**src/design/psrb_pkg.sv**
```systemverilog
// psrb_pkg: shared types and fixed constants of the shift-reduce binarizer.
// No dependencies; used by the front, back and top level.
package psrb_pkg;

    localparam int VAR_W          = 8;   // variable number and base width
    localparam int BLK_W          = 6;   // source block count width
    localparam int OUT_POS_W      = 4;   // position width on the result port
    localparam int STK_DEPTH      = 16;  // span stack depth
    localparam int STK_CNT_W      = 5;   // holds 0..STK_DEPTH
    localparam int STK_IDX_W      = 4;   // indexes 0..STK_DEPTH-1
    localparam int MIN_SRC_BLOCKS = 3;

    localparam logic [VAR_W-1:0] VAR_BASE_RESET = 8'd1;

    localparam logic KIND_MERGE   = 1'b0;
    localparam logic KIND_VERDICT = 1'b1;

    // Classification flags of one queued word.
    typedef struct packed {
        logic oor;      // variable number out of range, not pushed
        logic last;     // last variable of the rule
        logic blk_ok;   // source block count high enough
        logic cnt_bad;  // too many variables in this rule so far
    } t_flags;

endpackage

```
**src/design/permutation_shift_reduce_binarizer.sv**
```systemverilog
// permutation_shift_reduce_binarizer: top level of the shift-reduce binarizer.
// Depends on psrb_pkg, psrb_front, psrb_queue and psrb_back.
//
// Usage
//   Input channel (i_valid / o_ready): one word per target-side variable of
//   a rule, in target order. i_last_var marks the last variable; the source
//   block count is only looked at on that word.
//   Output channel (o_valid / i_ready): one merge record per reduction, then
//   after the last variable a verdict word (o_kind = 1). o_last_result flags
//   the final word caused by an input word.
//   Config: i_cfg_wr_en / i_cfg_wr_data writes var_base (reset 1); write only
//   while the block is idle.
// Sequencing
//   The front classifies and counts in the accept cycle and writes a
//   two-entry queue. The back sequencer pushes a word in its idle state,
//   then in its reduce state does one merge per step plus one closing check,
//   then gives the verdict after the last word; it takes no new word until it
//   is idle again. Each merge pops one span from the stack. A merge record is
//   held until the next reduce step decides last_result, and then enters the
//   output register once that register is free.
// Reset and stall
//   Synchronous active-low reset empties the stack, queue and counters; the
//   stack storage itself is not cleared. If i_ready stays low the output
//   register holds, the back stalls, the queue fills and o_ready drops.
module permutation_shift_reduce_binarizer
    import psrb_pkg::*;
#(
    parameter int MAX_VARS = 16
) (
    input  logic                 i_clk,
    input  logic                 i_rst_n,
    input  logic                 i_cfg_wr_en,
    input  logic [VAR_W-1:0]     i_cfg_wr_data,
    input  logic                 i_valid,
    output logic                 o_ready,
    input  logic [VAR_W-1:0]     i_var_number,
    input  logic [BLK_W-1:0]     i_src_block_count,
    input  logic                 i_last_var,
    output logic                 o_valid,
    input  logic                 i_ready,
    output logic                 o_kind,
    output logic [OUT_POS_W-1:0] o_span_begin,
    output logic [OUT_POS_W-1:0] o_span_end,
    output logic [OUT_POS_W-1:0] o_split_end,
    output logic                 o_inverted,
    output logic                 o_binarizable,
    output logic                 o_error,
    output logic                 o_last_result
);

    localparam int POS_W = $clog2(MAX_VARS);      // positions 0..MAX_VARS-1
    localparam int VC_W  = $clog2(MAX_VARS + 2);  // var count 0..MAX_VARS+1
    localparam int QW    = POS_W + VC_W + $bits(t_flags);

    logic             f_valid;
    logic             f_ready;
    logic [POS_W-1:0] f_pos;
    logic [VC_W-1:0]  f_vcnt;
    t_flags           f_flags;

    logic             b_valid;
    logic             b_ready;
    logic [QW-1:0]    b_data;
    logic [POS_W-1:0] b_pos;
    logic [VC_W-1:0]  b_vcnt;
    t_flags           b_flags;

    psrb_front #(
        .MAX_VARS (MAX_VARS),
        .POS_W    (POS_W),
        .VC_W     (VC_W)
    ) u_front (
        .i_clk             (i_clk),
        .i_rst_n           (i_rst_n),
        .i_cfg_wr_en       (i_cfg_wr_en),
        .i_cfg_wr_data     (i_cfg_wr_data),
        .i_valid           (i_valid),
        .o_ready           (o_ready),
        .i_var_number      (i_var_number),
        .i_src_block_count (i_src_block_count),
        .i_last_var        (i_last_var),
        .o_q_valid         (f_valid),
        .i_q_ready         (f_ready),
        .o_pos             (f_pos),
        .o_vcnt            (f_vcnt),
        .o_flags           (f_flags)
    );

    psrb_queue #(
        .WIDTH (QW)
    ) u_queue (
        .i_clk      (i_clk),
        .i_rst_n    (i_rst_n),
        .i_wr_valid (f_valid),
        .o_wr_ready (f_ready),
        .i_wr_data  ({f_flags, f_vcnt, f_pos}),
        .o_rd_valid (b_valid),
        .i_rd_ready (b_ready),
        .o_rd_data  (b_data)
    );

    assign {b_flags, b_vcnt, b_pos} = b_data;

    psrb_back #(
        .POS_W (POS_W),
        .VC_W  (VC_W)
    ) u_back (
        .i_clk         (i_clk),
        .i_rst_n       (i_rst_n),
        .i_q_valid     (b_valid),
        .o_q_ready     (b_ready),
        .i_pos         (b_pos),
        .i_vcnt        (b_vcnt),
        .i_flags       (b_flags),
        .o_valid       (o_valid),
        .i_ready       (i_ready),
        .o_kind        (o_kind),
        .o_span_begin  (o_span_begin),
        .o_span_end    (o_span_end),
        .o_split_end   (o_split_end),
        .o_inverted    (o_inverted),
        .o_binarizable (o_binarizable),
        .o_error       (o_error),
        .o_last_result (o_last_result)
    );

endmodule

```
**src/design/psrb_front.sv**
```systemverilog
// psrb_front: accepts input words, range-checks and counts variables.
// Depends on psrb_pkg; feeds psrb_queue.
module psrb_front
    import psrb_pkg::*;
#(
    parameter int MAX_VARS = 16,
    parameter int POS_W    = 4,
    parameter int VC_W     = 5
) (
    input  logic                i_clk,
    input  logic                i_rst_n,
    input  logic                i_cfg_wr_en,
    input  logic [VAR_W-1:0]    i_cfg_wr_data,
    input  logic                i_valid,
    output logic                o_ready,
    input  logic [VAR_W-1:0]    i_var_number,
    input  logic [BLK_W-1:0]    i_src_block_count,
    input  logic                i_last_var,
    output logic                o_q_valid,
    input  logic                i_q_ready,
    output logic [POS_W-1:0]    o_pos,
    output logic [VC_W-1:0]     o_vcnt,
    output t_flags              o_flags
);

    logic [VAR_W-1:0] r_var_base;
    logic [VC_W-1:0]  r_vcnt;
    logic [VC_W-1:0]  n_vcnt;
    logic [VAR_W:0]   diff;

    assign o_ready   = i_q_ready;
    assign o_q_valid = i_valid;

    assign diff = {1'b0, i_var_number} - {1'b0, r_var_base};

    // count saturates one past the limit; anything beyond is bad anyway
    assign n_vcnt = (r_vcnt < VC_W'(MAX_VARS + 1)) ? r_vcnt + VC_W'(1) : r_vcnt;

    assign o_pos            = diff[POS_W-1:0];
    assign o_vcnt           = n_vcnt;
    assign o_flags.oor      = diff[VAR_W] || (diff[VAR_W-1:0] >= VAR_W'(MAX_VARS));
    assign o_flags.last     = i_last_var;
    assign o_flags.blk_ok   = i_src_block_count >= BLK_W'(MIN_SRC_BLOCKS);
    assign o_flags.cnt_bad  = n_vcnt > VC_W'(MAX_VARS);

    always_ff @(posedge i_clk) begin
        if (!i_rst_n) begin
            r_var_base <= VAR_BASE_RESET;
            r_vcnt     <= '0;
        end else begin
            if (i_cfg_wr_en) begin
                r_var_base <= i_cfg_wr_data;
            end
            if (i_valid && i_q_ready) begin
                r_vcnt <= i_last_var ? '0 : n_vcnt;
            end
        end
    end

endmodule

```
**src/design/psrb_queue.sv**
```systemverilog
// psrb_queue: two-entry word queue between front and back.
// No dependencies.
module psrb_queue #(
    parameter int WIDTH = 16
) (
    input  logic             i_clk,
    input  logic             i_rst_n,
    input  logic             i_wr_valid,
    output logic             o_wr_ready,
    input  logic [WIDTH-1:0] i_wr_data,
    output logic             o_rd_valid,
    input  logic             i_rd_ready,
    output logic [WIDTH-1:0] o_rd_data
);

    logic [WIDTH-1:0] r_mem [2];
    logic             r_wr_ptr;
    logic             r_rd_ptr;
    logic [1:0]       r_cnt;
    logic             wr;
    logic             rd;

    assign o_wr_ready = (r_cnt != 2'd2);
    assign o_rd_valid = (r_cnt != 2'd0);
    assign o_rd_data  = r_mem[r_rd_ptr];
    assign wr         = i_wr_valid && o_wr_ready;
    assign rd         = o_rd_valid && i_rd_ready;

    always_ff @(posedge i_clk) begin
        if (!i_rst_n) begin
            r_wr_ptr <= 1'b0;
            r_rd_ptr <= 1'b0;
            r_cnt    <= 2'd0;
        end else begin
            if (wr) begin
                r_mem[r_wr_ptr] <= i_wr_data;
                r_wr_ptr        <= ~r_wr_ptr;
            end
            if (rd) begin
                r_rd_ptr <= ~r_rd_ptr;
            end
            case ({wr, rd})
                2'b10:   r_cnt <= r_cnt + 2'd1;
                2'b01:   r_cnt <= r_cnt - 2'd1;
                default: r_cnt <= r_cnt;
            endcase
        end
    end

endmodule

```
**src/design/psrb_back.sv**
```systemverilog
// psrb_back: span stack, reduction sequencer and output register.
// Depends on psrb_pkg; reads words from psrb_queue.
module psrb_back
    import psrb_pkg::*;
#(
    parameter int POS_W = 4,
    parameter int VC_W  = 5
) (
    input  logic                 i_clk,
    input  logic                 i_rst_n,
    input  logic                 i_q_valid,
    output logic                 o_q_ready,
    input  logic [POS_W-1:0]     i_pos,
    input  logic [VC_W-1:0]      i_vcnt,
    input  t_flags               i_flags,
    output logic                 o_valid,
    input  logic                 i_ready,
    output logic                 o_kind,
    output logic [OUT_POS_W-1:0] o_span_begin,
    output logic [OUT_POS_W-1:0] o_span_end,
    output logic [OUT_POS_W-1:0] o_split_end,
    output logic                 o_inverted,
    output logic                 o_binarizable,
    output logic                 o_error,
    output logic                 o_last_result
);

    localparam logic [1:0] ST_IDLE = 2'd0;
    localparam logic [1:0] ST_RED  = 2'd1;
    localparam logic [1:0] ST_VERD = 2'd2;
    localparam int EW = ((POS_W > VC_W) ? POS_W : VC_W) + 1;

    logic [1:0]           r_state;
    logic [STK_CNT_W-1:0] r_cnt;
    logic                 r_bad;
    logic [POS_W-1:0]     r_stk_beg [STK_DEPTH];
    logic [POS_W-1:0]     r_stk_end [STK_DEPTH];
    logic [POS_W-1:0]     r_top_beg;
    logic [POS_W-1:0]     r_top_end;
    logic [VC_W-1:0]      r_vcnt;
    logic                 r_last;
    logic                 r_blk_ok;

    // merge record held back until we know whether it is the last one
    logic                 r_pend_v;
    logic [POS_W-1:0]     r_pend_beg;
    logic [POS_W-1:0]     r_pend_end;
    logic [POS_W-1:0]     r_pend_split;
    logic                 r_pend_inv;

    logic                 r_o_valid;
    logic                 r_o_kind;
    logic [OUT_POS_W-1:0] r_o_beg;
    logic [OUT_POS_W-1:0] r_o_end;
    logic [OUT_POS_W-1:0] r_o_split;
    logic                 r_o_inv;
    logic                 r_o_bin;
    logic                 r_o_err;
    logic                 r_o_last;

    logic [STK_CNT_W-1:0] cnt_m1;
    logic [STK_CNT_W-1:0] cnt_m2;
    logic [STK_IDX_W-1:0] wr_idx;
    logic [STK_IDX_W-1:0] rd_idx;
    logic [POS_W-1:0]     lo_beg;
    logic [POS_W-1:0]     lo_end;
    logic                 adj_str;
    logic                 adj_inv;
    logic                 can_merge;
    logic [POS_W-1:0]     m_beg;
    logic [POS_W-1:0]     m_end;
    logic [POS_W-1:0]     m_split;
    logic                 out_free;
    logic                 out_load;
    logic                 verdict;

    assign cnt_m1 = r_cnt - STK_CNT_W'(1);
    assign cnt_m2 = r_cnt - STK_CNT_W'(2);
    assign wr_idx = cnt_m1[STK_IDX_W-1:0];
    assign rd_idx = cnt_m2[STK_IDX_W-1:0];
    assign lo_beg = r_stk_beg[rd_idx];
    assign lo_end = r_stk_end[rd_idx];

    assign adj_str   = (EW'(lo_end) + EW'(1)) == EW'(r_top_beg);
    assign adj_inv   = (EW'(r_top_end) + EW'(1)) == EW'(lo_beg);
    assign can_merge = (r_cnt > STK_CNT_W'(1)) && (adj_str || adj_inv);
    assign m_beg     = adj_str ? lo_beg : r_top_beg;
    assign m_end     = adj_str ? r_top_end : lo_end;
    assign m_split   = adj_str ? lo_end : r_top_end;

    assign out_free  = !r_o_valid || i_ready;
    // output register takes a new word this cycle
    assign out_load  = ((r_state == ST_RED) && r_pend_v && out_free) ||
                       ((r_state == ST_VERD) && out_free);
    assign o_q_ready = (r_state == ST_IDLE);

    assign verdict = !r_bad && (r_cnt == STK_CNT_W'(1)) && (r_top_beg == '0) &&
                     ((EW'(r_top_end) + EW'(1)) == EW'(r_vcnt)) && r_blk_ok;

    always_ff @(posedge i_clk) begin
        if (!i_rst_n) begin
            r_state   <= ST_IDLE;
            r_cnt     <= '0;
            r_bad     <= 1'b0;
            r_pend_v  <= 1'b0;
            r_o_valid <= 1'b0;
        end else begin
            if (r_o_valid && i_ready && !out_load) begin
                r_o_valid <= 1'b0;
            end
            case (r_state)
                ST_IDLE: begin
                    if (i_q_valid) begin
                        r_vcnt   <= i_vcnt;
                        r_last   <= i_flags.last;
                        r_blk_ok <= i_flags.blk_ok;
                        if (i_flags.oor || (r_cnt >= STK_CNT_W'(STK_DEPTH)) ||
                            i_flags.cnt_bad) begin
                            r_bad <= 1'b1;
                        end
                        if (!i_flags.oor && (r_cnt < STK_CNT_W'(STK_DEPTH))) begin
                            if (r_cnt != '0) begin
                                r_stk_beg[wr_idx] <= r_top_beg;
                                r_stk_end[wr_idx] <= r_top_end;
                            end
                            r_top_beg <= i_pos;
                            r_top_end <= i_pos;
                            r_cnt     <= r_cnt + STK_CNT_W'(1);
                        end
                        r_state <= ST_RED;
                    end
                end
                ST_RED: begin
                    if (!r_pend_v || out_free) begin
                        if (r_pend_v) begin
                            r_o_valid <= 1'b1;
                            r_o_kind  <= KIND_MERGE;
                            r_o_beg   <= OUT_POS_W'(r_pend_beg);
                            r_o_end   <= OUT_POS_W'(r_pend_end);
                            r_o_split <= OUT_POS_W'(r_pend_split);
                            r_o_inv   <= r_pend_inv;
                            r_o_bin   <= 1'b0;
                            r_o_err   <= 1'b0;
                            r_o_last  <= !can_merge && !r_last;
                        end
                        if (can_merge) begin
                            r_top_beg    <= m_beg;
                            r_top_end    <= m_end;
                            r_cnt        <= cnt_m1;
                            r_pend_v     <= 1'b1;
                            r_pend_beg   <= m_beg;
                            r_pend_end   <= m_end;
                            r_pend_split <= m_split;
                            r_pend_inv   <= !adj_str;
                        end else begin
                            r_pend_v <= 1'b0;
                            r_state  <= r_last ? ST_VERD : ST_IDLE;
                        end
                    end
                end
                ST_VERD: begin
                    if (out_free) begin
                        r_o_valid <= 1'b1;
                        r_o_kind  <= KIND_VERDICT;
                        r_o_beg   <= '0;
                        r_o_end   <= '0;
                        r_o_split <= '0;
                        r_o_inv   <= 1'b0;
                        r_o_bin   <= verdict;
                        r_o_err   <= r_bad;
                        r_o_last  <= 1'b1;
                        r_cnt     <= '0;
                        r_bad     <= 1'b0;
                        r_state   <= ST_IDLE;
                    end
                end
                default: begin
                    r_state <= ST_IDLE;
                end
            endcase
        end
    end

    assign o_valid       = r_o_valid;
    assign o_kind        = r_o_kind;
    assign o_span_begin  = r_o_beg;
    assign o_span_end    = r_o_end;
    assign o_split_end   = r_o_split;
    assign o_inverted    = r_o_inv;
    assign o_binarizable = r_o_bin;
    assign o_error       = r_o_err;
    assign o_last_result = r_o_last;

endmodule

```
**config.mk**
```make
export PLATFORM = sky130hd
export DESIGN_NAME = permutation_shift_reduce_binarizer
export DESIGN_NICKNAME = d
export VERILOG_FILES = /design/src/design/psrb_pkg.sv /design/src/design/permutation_shift_reduce_binarizer.sv /design/src/design/psrb_front.sv /design/src/design/psrb_queue.sv /design/src/design/psrb_back.sv
export SDC_FILE = /design/constraint.sdc
export NUM_CORES = 1
export LEC_CHECK = 0
export BUFFER_PORTS_ARGS = -buffer_cell sky130_fd_sc_hd__buf_2
export CAP_MARGIN = 20
export CORE_MARGIN = 2
export CORE_UTILIZATION = 55
export CTS_CLUSTER_DIAMETER = 40
export CTS_CLUSTER_SIZE = 12
export DETAILED_ROUTE_END_ITERATION = 10
export PLACE_DENSITY_LB_ADDON = 0.2
export SYNTH_ARGS = -nofsm -noshare
export SYNTH_HDL_FRONTEND = slang
export SYNTH_SLANG_ARGS = --single-unit
```
**constraint.sdc**
```tcl
create_clock -name i_clk -period 6.4 [get_ports i_clk]
set_input_delay 0.96 -clock i_clk [delete_from_list [all_inputs] [get_ports i_clk]]
set_output_delay 0.96 -clock i_clk [all_outputs]
set_load 0.02 [all_outputs]
```
# Yosys cells after proc, flatten, opt, wreduce, memory -nomap -nowiden
# Memory sizes are Yosys's and may differ from the RTL's. A register that Yosys moved wholly into a read port is not among the register bits.
# Cells that the tools add are included.
# Widths: inputs -> output; s select.
[word_totals]
register_bits = 72
ramBits = 154
in_bits = 28
n_memories = 3
[classes]
add_sub_neg = 9
n_lt_le_gt_ge = 7
eq_ne = 17
mux = 71
bitwise = 2
reduce_logical = 46
[mem_list]
columns = ["name", "depth", "width", "rd", "rd_clocked_by_memory_dff", "write_ports", "line_no", "source"]
rows = [
  ["u_back.r_stk_beg", 16, 4, 1, 0, 1, "psrb_back.sv:36", "logic [POS_W-1:0] r_stk_beg [STK_DEPTH];"],
  ["u_back.r_stk_end", 16, 4, 1, 0, 1, "psrb_back.sv:37", "logic [POS_W-1:0] r_stk_end [STK_DEPTH];"],
  ["u_queue.r_mem", 2, 13, 1, 1, 1, "psrb_queue.sv:16", "logic [WIDTH-1:0] r_mem [2];"],
]
[op_table]
columns = ["op", "n"]
rows = [
  ["$mux 4", 16],
  ["$pmux 4 s2", 5],
  ["$mux 5", 7],
  ["$mux 1", 28],
  ["$pmux 5 s3", 1],
  ["$logic_and 1x1->1", 14],
  ["$pmux 1 s2", 7],
  ["$eq 6x4->1", 2],
  ["$ne 2x1->1 const B", 6],
  ["$reduce_and 4->1", 3],
  ["$reduce_and 6->1", 2],
  ["$add 4x1->5 const B", 2],
  ["$add 5x1->5 const B", 2],
  ["$lt 5x5->1 const B", 2],
  ["$mux 2", 5],
  ["$reduce_bool 2->1", 5],
  ["$sub 8x8->9", 1],
  ["$ge 8x5->1 const B", 1],
  ["$logic_not 1->1", 8],
  ["$logic_or 1x1->1", 7],
  ["$eq 6x5->1", 1],
  ["$ge 6x2->1 const B", 1],
  ["$ne 2x2->1 const B", 3],
  ["$pmux 2 s3", 1],
  ["19 further kinds", 22],
]

# Longest topological paths before layout
# An unclocked memory read counts as a cell.
[depth]
word_depth = 11
ltp_mapped = 18
depth_no_buf = 14

# By module
# Synthesis repeated with hierarchy kept, for this count alone.
[unflattened]
hier_cells = 685
area_unflattened_um2 = 10197.3
[by_module_without_submodules]
columns = ["module", "n_inst", "cells_per_inst", "area_per_inst_um2"]
rows = [
  ["psrb_back", 1, 495, 7957.6],
  ["psrb_queue", 1, 66, 1174.9],
  ["psrb_front", 1, 124, 1064.8],
]

# Least setup slack after synthesis
# No wires, ideal clock.
[synth_timing]
path_kind = "reg-to-reg"
startpoint = "register u_back.r_cnt[1]"
endpoint = "register u_back.r_top_beg[0], enable pin"
setup_time_ps = 385
t_arrival_ps = 4260
path_slack_ps = 1754
path_stages_with_launch = 15
path_buffers = 2
path_cell_list = "dfxtp_1 clkinv_1 ha_1 xor2_4 mux4_2 ha_1 xor2_1 a31oi_1 o211ai_1 o32a_1 buf_6 buf_6 a21boi_1 nor2_1 nor3b_1"
[synth_between]
elab_chain_cells = 8
elab_cells_between_ends = 14
cone_classes = "add/sub: 2; order compare: 2; eq/ne: 4; reduce/logical: 4; memory: 2"
[synth_rtl]
columns = ["item", "line_no", "source"]
rows = [
  ["from (decl)", "psrb_back.sv:34", "logic [STK_CNT_W-1:0] r_cnt;"],
  ["from (signal assigned)", "psrb_back.sv:128", "r_cnt <= r_cnt + STK_CNT_W'(1);"],
  ["from (signal assigned)", "psrb_back.sv:149", "r_cnt <= cnt_m1;"],
  ["$sub 4x2->4", "psrb_back.sv:78", "assign cnt_m2 = r_cnt - STK_CNT_W'(2);"],
  ["$mem_v2 16x4", "n/a", ""],
  ["$add 4x1->5", "psrb_back.sv:84", "assign adj_str = (EW'(lo_end) + EW'(1)) == EW'(r_top_beg);"],
  ["$eq 6x4->1", "psrb_back.sv:84", ""],
  ["$logic_or 1x1->1", "psrb_back.sv:86", "assign can_merge = (r_cnt > STK_CNT_W'(1)) && (adj_str || adj_inv);"],
  ["$logic_and 1x1->1", "psrb_back.sv:86", ""],
  ["$ne 2x1->1 (no source line)", "n/a", ""],
  ["$reduce_and 6->1 (no source line) *", "n/a", ""],
  ["to (signal assigned)", "psrb_back.sv:126", "r_top_beg <= i_pos;"],
  ["to (signal assigned)", "psrb_back.sv:147", "r_top_beg <= m_beg;"],
  ["to (decl)", "psrb_back.sv:38", "logic [POS_W-1:0] r_top_beg;"],
]
# Every way passes the cells marked *; elsewhere a longest branch is shown, timed or not.
# A chain may end at the register's enable or synchronous reset.

# Final worst setup path
[layout_timing]
startpoint = "register u_back.r_cnt[1]"
endpoint = "register u_back.r_pend_beg[2], enable pin"
[layout_between]
elab_chain_cells = 7
elab_cells_between_ends = 10
cone_classes = "add/sub: 2; order compare: 1; eq/ne: 2; reduce/logical: 3; memory: 2"
[layout_rtl]
columns = ["item", "line_no", "source"]
rows = [
  ["$sub 4x2->4", "psrb_back.sv:78", ""],
  ["$mem_v2 16x4", "n/a", ""],
  ["$add 4x1->5", "psrb_back.sv:84", ""],
  ["$eq 6x4->1", "psrb_back.sv:84", ""],
  ["$logic_or 1x1->1", "psrb_back.sv:86", ""],
  ["$logic_and 1x1->1 *", "psrb_back.sv:86", ""],
  ["$reduce_and 4->1 (no source line) *", "n/a", ""],
  ["to (signal assigned)", "psrb_back.sv:151", "r_pend_beg <= m_beg;"],
  ["to (decl)", "psrb_back.sv:46", "logic [POS_W-1:0] r_pend_beg;"],
]
# Marked as above.

==> summary.md <==
| Metric | Value |
|---|---|
| TNS Setup | 0 ns |
| Final Cycle Share | 0.789 |
| P&R area growth vs syn | 13.7% |
| Top_reg_cell synth | edfxtp_1 |
| Total track usage | 0.210 |
| Hold Fails Final Rpt | 0 |
| Max incr delay on CP | 0.78 ns |
| YS warnings | 0 |
| Die footprint | 0.0192 sq mm |
| Pre-CTS WS | 1.33 ns |
| Slew HR | 0.298 |
| Worst-margin pin slew | 1.05 ns |
| RSZ-0062 raised after global routing | no |
| Clock sinks | 227 |
| Crit path from | u_back.r_cnt[1] |
| Max Transition Viols Final | 0 |
| I/O Buffers | 46 |
| Synth cell types | 59 |
| Row count | 49 |
| Crit Reg-Reg Endpoint | u_back.r_pend_beg[2] |
| Status | completed |
| Largest net degree at the start of global routing | 33 |
| Setup Crit Path Kind | reg2reg |
| CTS max path bufs | 3 |
| R2R Setup Slk | 1.35 ns |
| Number of flops mapped to enable cells by yosys | 199 |
| Routed wl met2 | 9310 um |
| Hold-fix buffers, CTS | 0 |
| CTS Root Cell | clkbuf_16 |
| Cell depth of the worst hold path | 2 |
| Initial antenna violation count | 0 |
| Layout cell share with drive strength beyond 1 | 0.197 |
| Hold path start | u_back.r_pend_v |
| Worst hold path endpoint | u_back.r_pend_v |
| Flops & latches, synth | 227 |
| CP Buf/Inv Count | 1 |
| Min Hold Slack | 0.502 ns |
| Clk Latency, worst-skew pair | 0.52 ns |
| M1 WL | 8940 um |
| Dpl hpwl | 13500 um |
| Async SR Flop Fraction | 0 |
| Crit-path max FO | 15 |
| Top routing layer in use | met4 |
| Grt ovf | 0 |
| H-tree levels | 1 |
| Cells after Synth | 667 |
| Syn Std Cell Area | 0.00997 sq mm |
| Top delay family on crit path | compound AO/OA/AOI/OAI gates |
| First-pass GRT wire length | 31300 um |
| HP Class | reg2reg |
| Fillers | 1304 |
| Core area | 0.0178 sq mm |
| Leak | 3.92 nW |
| CP dominant cell by count | ha_1 |
| Setup slack after layout | 1.35 ns |
| Synthesized Nets | 721 |
| Iteration-0 DRC Markers | 385 |
| Crit Reg-Reg Startpoint | u_back.r_cnt[1] |
| Routed WL per cell | 20.3 um |
| Final ANT Viol Nets | 0 |
| Peak VDD IR | 0.000233 V |
| Initial Util | 0.559 |
| Worst setup EP type | register |
| Sequential area share after synthesis | 0.656 |
| Syn Area/Cell | 14.9 sq um |
| Tmin final | 5.05 ns |
| Slowest-stage cell, CP | nor2_1 |
| Total Routed Length | 19800 um |
| Overall Power | 0.00478 W |
| CP required | 6.54 ns |
| Post_cts resized | 0 |
| Die width | 139 um |
| Max Cap Violations | 0 |
| CTS tree | yes |
| Met3 wire length | 1090 um |
| Fin nets | 777 |
| DRC viols | 0 |
| Final setup violation count | 0 |
| Total I/O pin count | 47 |
| Worst-path cell chain | clkinv_1 -> ha_1 -> xor2_4 -> mux4_2 -> ha_1 -> xnor2_1 -> o21ai_0 -> o211ai_1 -> o32a_1 -> a21o_1 -> nor2_1 |
| Vias in the first global route | 5651 |
| Drt first pass iters | 5 |
| PwrDens | 422 mW/mm^2 |
| Worst clock skew | 0.00723 ns |
| Total CTS buffers | 28 |
| # diodes | 0 |
| Setup bufs post-CTS | 0 |
| Placer Congestion | 0.939 |
| CTS clk-pin slew, worst paths | 0.06 ns |
| R2R cell count | 11 |
| CP arrival | 5.19 ns |
| Via count | 5595 |
| Vias per Instance | 5.74 |
| FMAX | 198 MHz |
| Startpoint types | register |
| Die Height | 139 um |
[placed cells by master, fill, tap and decap left out, drive strengths merged, types with 3 or more instances in the layout]
master    instances
nor2b            21
xor2             12
o31ai             3
or3               5
mux2i            32
mux2             17
a21oi            21
o21ai            14
clkinv            8
nor2             72
edfxtp          199
dfxtp            28
nor3              6
a211oi            9
ha               25
bufinv            3
nand2b            6
inv              30
buf              52
xnor2            17
nand4             5
clkinvlp          3
a22oi             5
mux4             31
a31oi             3
clkbuf           39
a21o              5
nand2            28
nand3            14
[worst min-delay path, stage by stage, from the launching register on]
cell,delay (ns)
dfxtp_1,0.33
nand2_1,0.06
a21oi_1,0.06
[sequential cells by signal, summed over array words and instances, names as in the netlist, 2 cells and up, named ones only]
register / flops
u_back.r_stk_beg: 64
u_back.r_stk_end: 64
u_queue.r_mem: 26
u_front.r_var_base: 8
u_back.r_cnt: 5
u_back.r_vcnt: 5
u_front.r_vcnt: 5
u_back.o_span_begin: 4
u_back.o_span_end: 4
u_back.o_split_end: 4
u_back.r_pend_beg: 4
u_back.r_pend_end: 4
u_back.r_pend_split: 4
u_back.r_top_beg: 4
u_back.r_top_end: 4
u_back.r_state: 2
u_queue.r_cnt: 2
[Yosys cell counts (all sizes together) (3+ instances only)]
cell,instances,share of area
mux4,31,0.070
nor2,72,0.027
a21o,5,0.0038
nand3,14,0.0070
nand4,5,0.0031
a21oi,21,0.011
mux2,17,0.019
buf,13,0.011
or3,5,0.0036
xnor2,17,0.015
a22oi,5,0.0038
o31ai,3,0.0023
a211oi,9,0.0068
nand2,28,0.011
nor2b,21,0.013
xor2,12,0.012
inv,29,0.011
dfxtp,28,0.056
clkbuf,14,0.0057
a31oi,3,0.0019
edfxtp,199,0.60
nor3,6,0.0030
ha,25,0.031
mux2i,32,0.032
nand2b,6,0.0038
o21ai,14,0.0070
[per-stage QoR]
stage          utilization  instance area (sq um)  std cells
5_1_grt              0.635                  11300        974
4_1_cts              0.634                  11300        972
3_3_place_gp         0.581                  10400        920
3_5_place_dp         0.581                  10400        920
2_1_floorplan            -                   9970        667
6_report             0.635                  11300        974
[routing by layer]
metal	track usage	vias to the layer above
li1	-	2629
met1	0.305	2759
met2	0.334	175
met3	0.0304	32
met4	0.0638	0
met5	0	-
[power breakdown]
group | switching, W | internal [W]
Clock | 0.000585 | 0.000979
Combinational | 0.000774 | 0.000560
Sequential | 0.000125 | 0.00175
Total | 0.00148 | 0.00329
[worst max-delay path by stage]
stage	slack (ns)	depth (start not counted)	to
after floorplan	1.75	14	u_back.r_top_beg[0]
after global placement	1.54	9	u_back.r_pend_split[0]
after detailed placement	1.33	11	u_back.r_pend_split[0]
after CTS	1.32	11	u_back.r_pend_beg[2]
after global routing	0.98	12	u_back.r_pend_inv
final	1.35	11	u_back.r_pend_beg[2]
[final cells by class]
type | count | area, sq um | share of cell area
clock inverter | 14 | 169 | 0.0149
inverter | 30 | 113 | 0.00994
timing repair buffer | 53 | 287 | 0.0253
multi-input combinational | 383 | 3160 | 0.279
tap | 229 | 287 | 0.0253
sequential | 227 | 6540 | 0.577
clock buffer | 38 | 779 | 0.0688
[logic make-up (layout without fill, tap and decap cells)]
group | after synthesis | count (layout) | share of synthesized area
AO/OA/AOI/OAI | 79 | 79 | 0.0541
XOR/XNOR | 29 | 29 | 0.0274
adder cells (fa/ha/maj) | 26 | 26 | 0.0334
buffers and inverters | 57 | 135 | 0.0279
flip-flops | 227 | 227 | 0.656
multiplexers | 80 | 80 | 0.121
AND/OR/NAND/NOR | 169 | 169 | 0.0800
No activity file was read; power rests on OpenSTA's default activity.
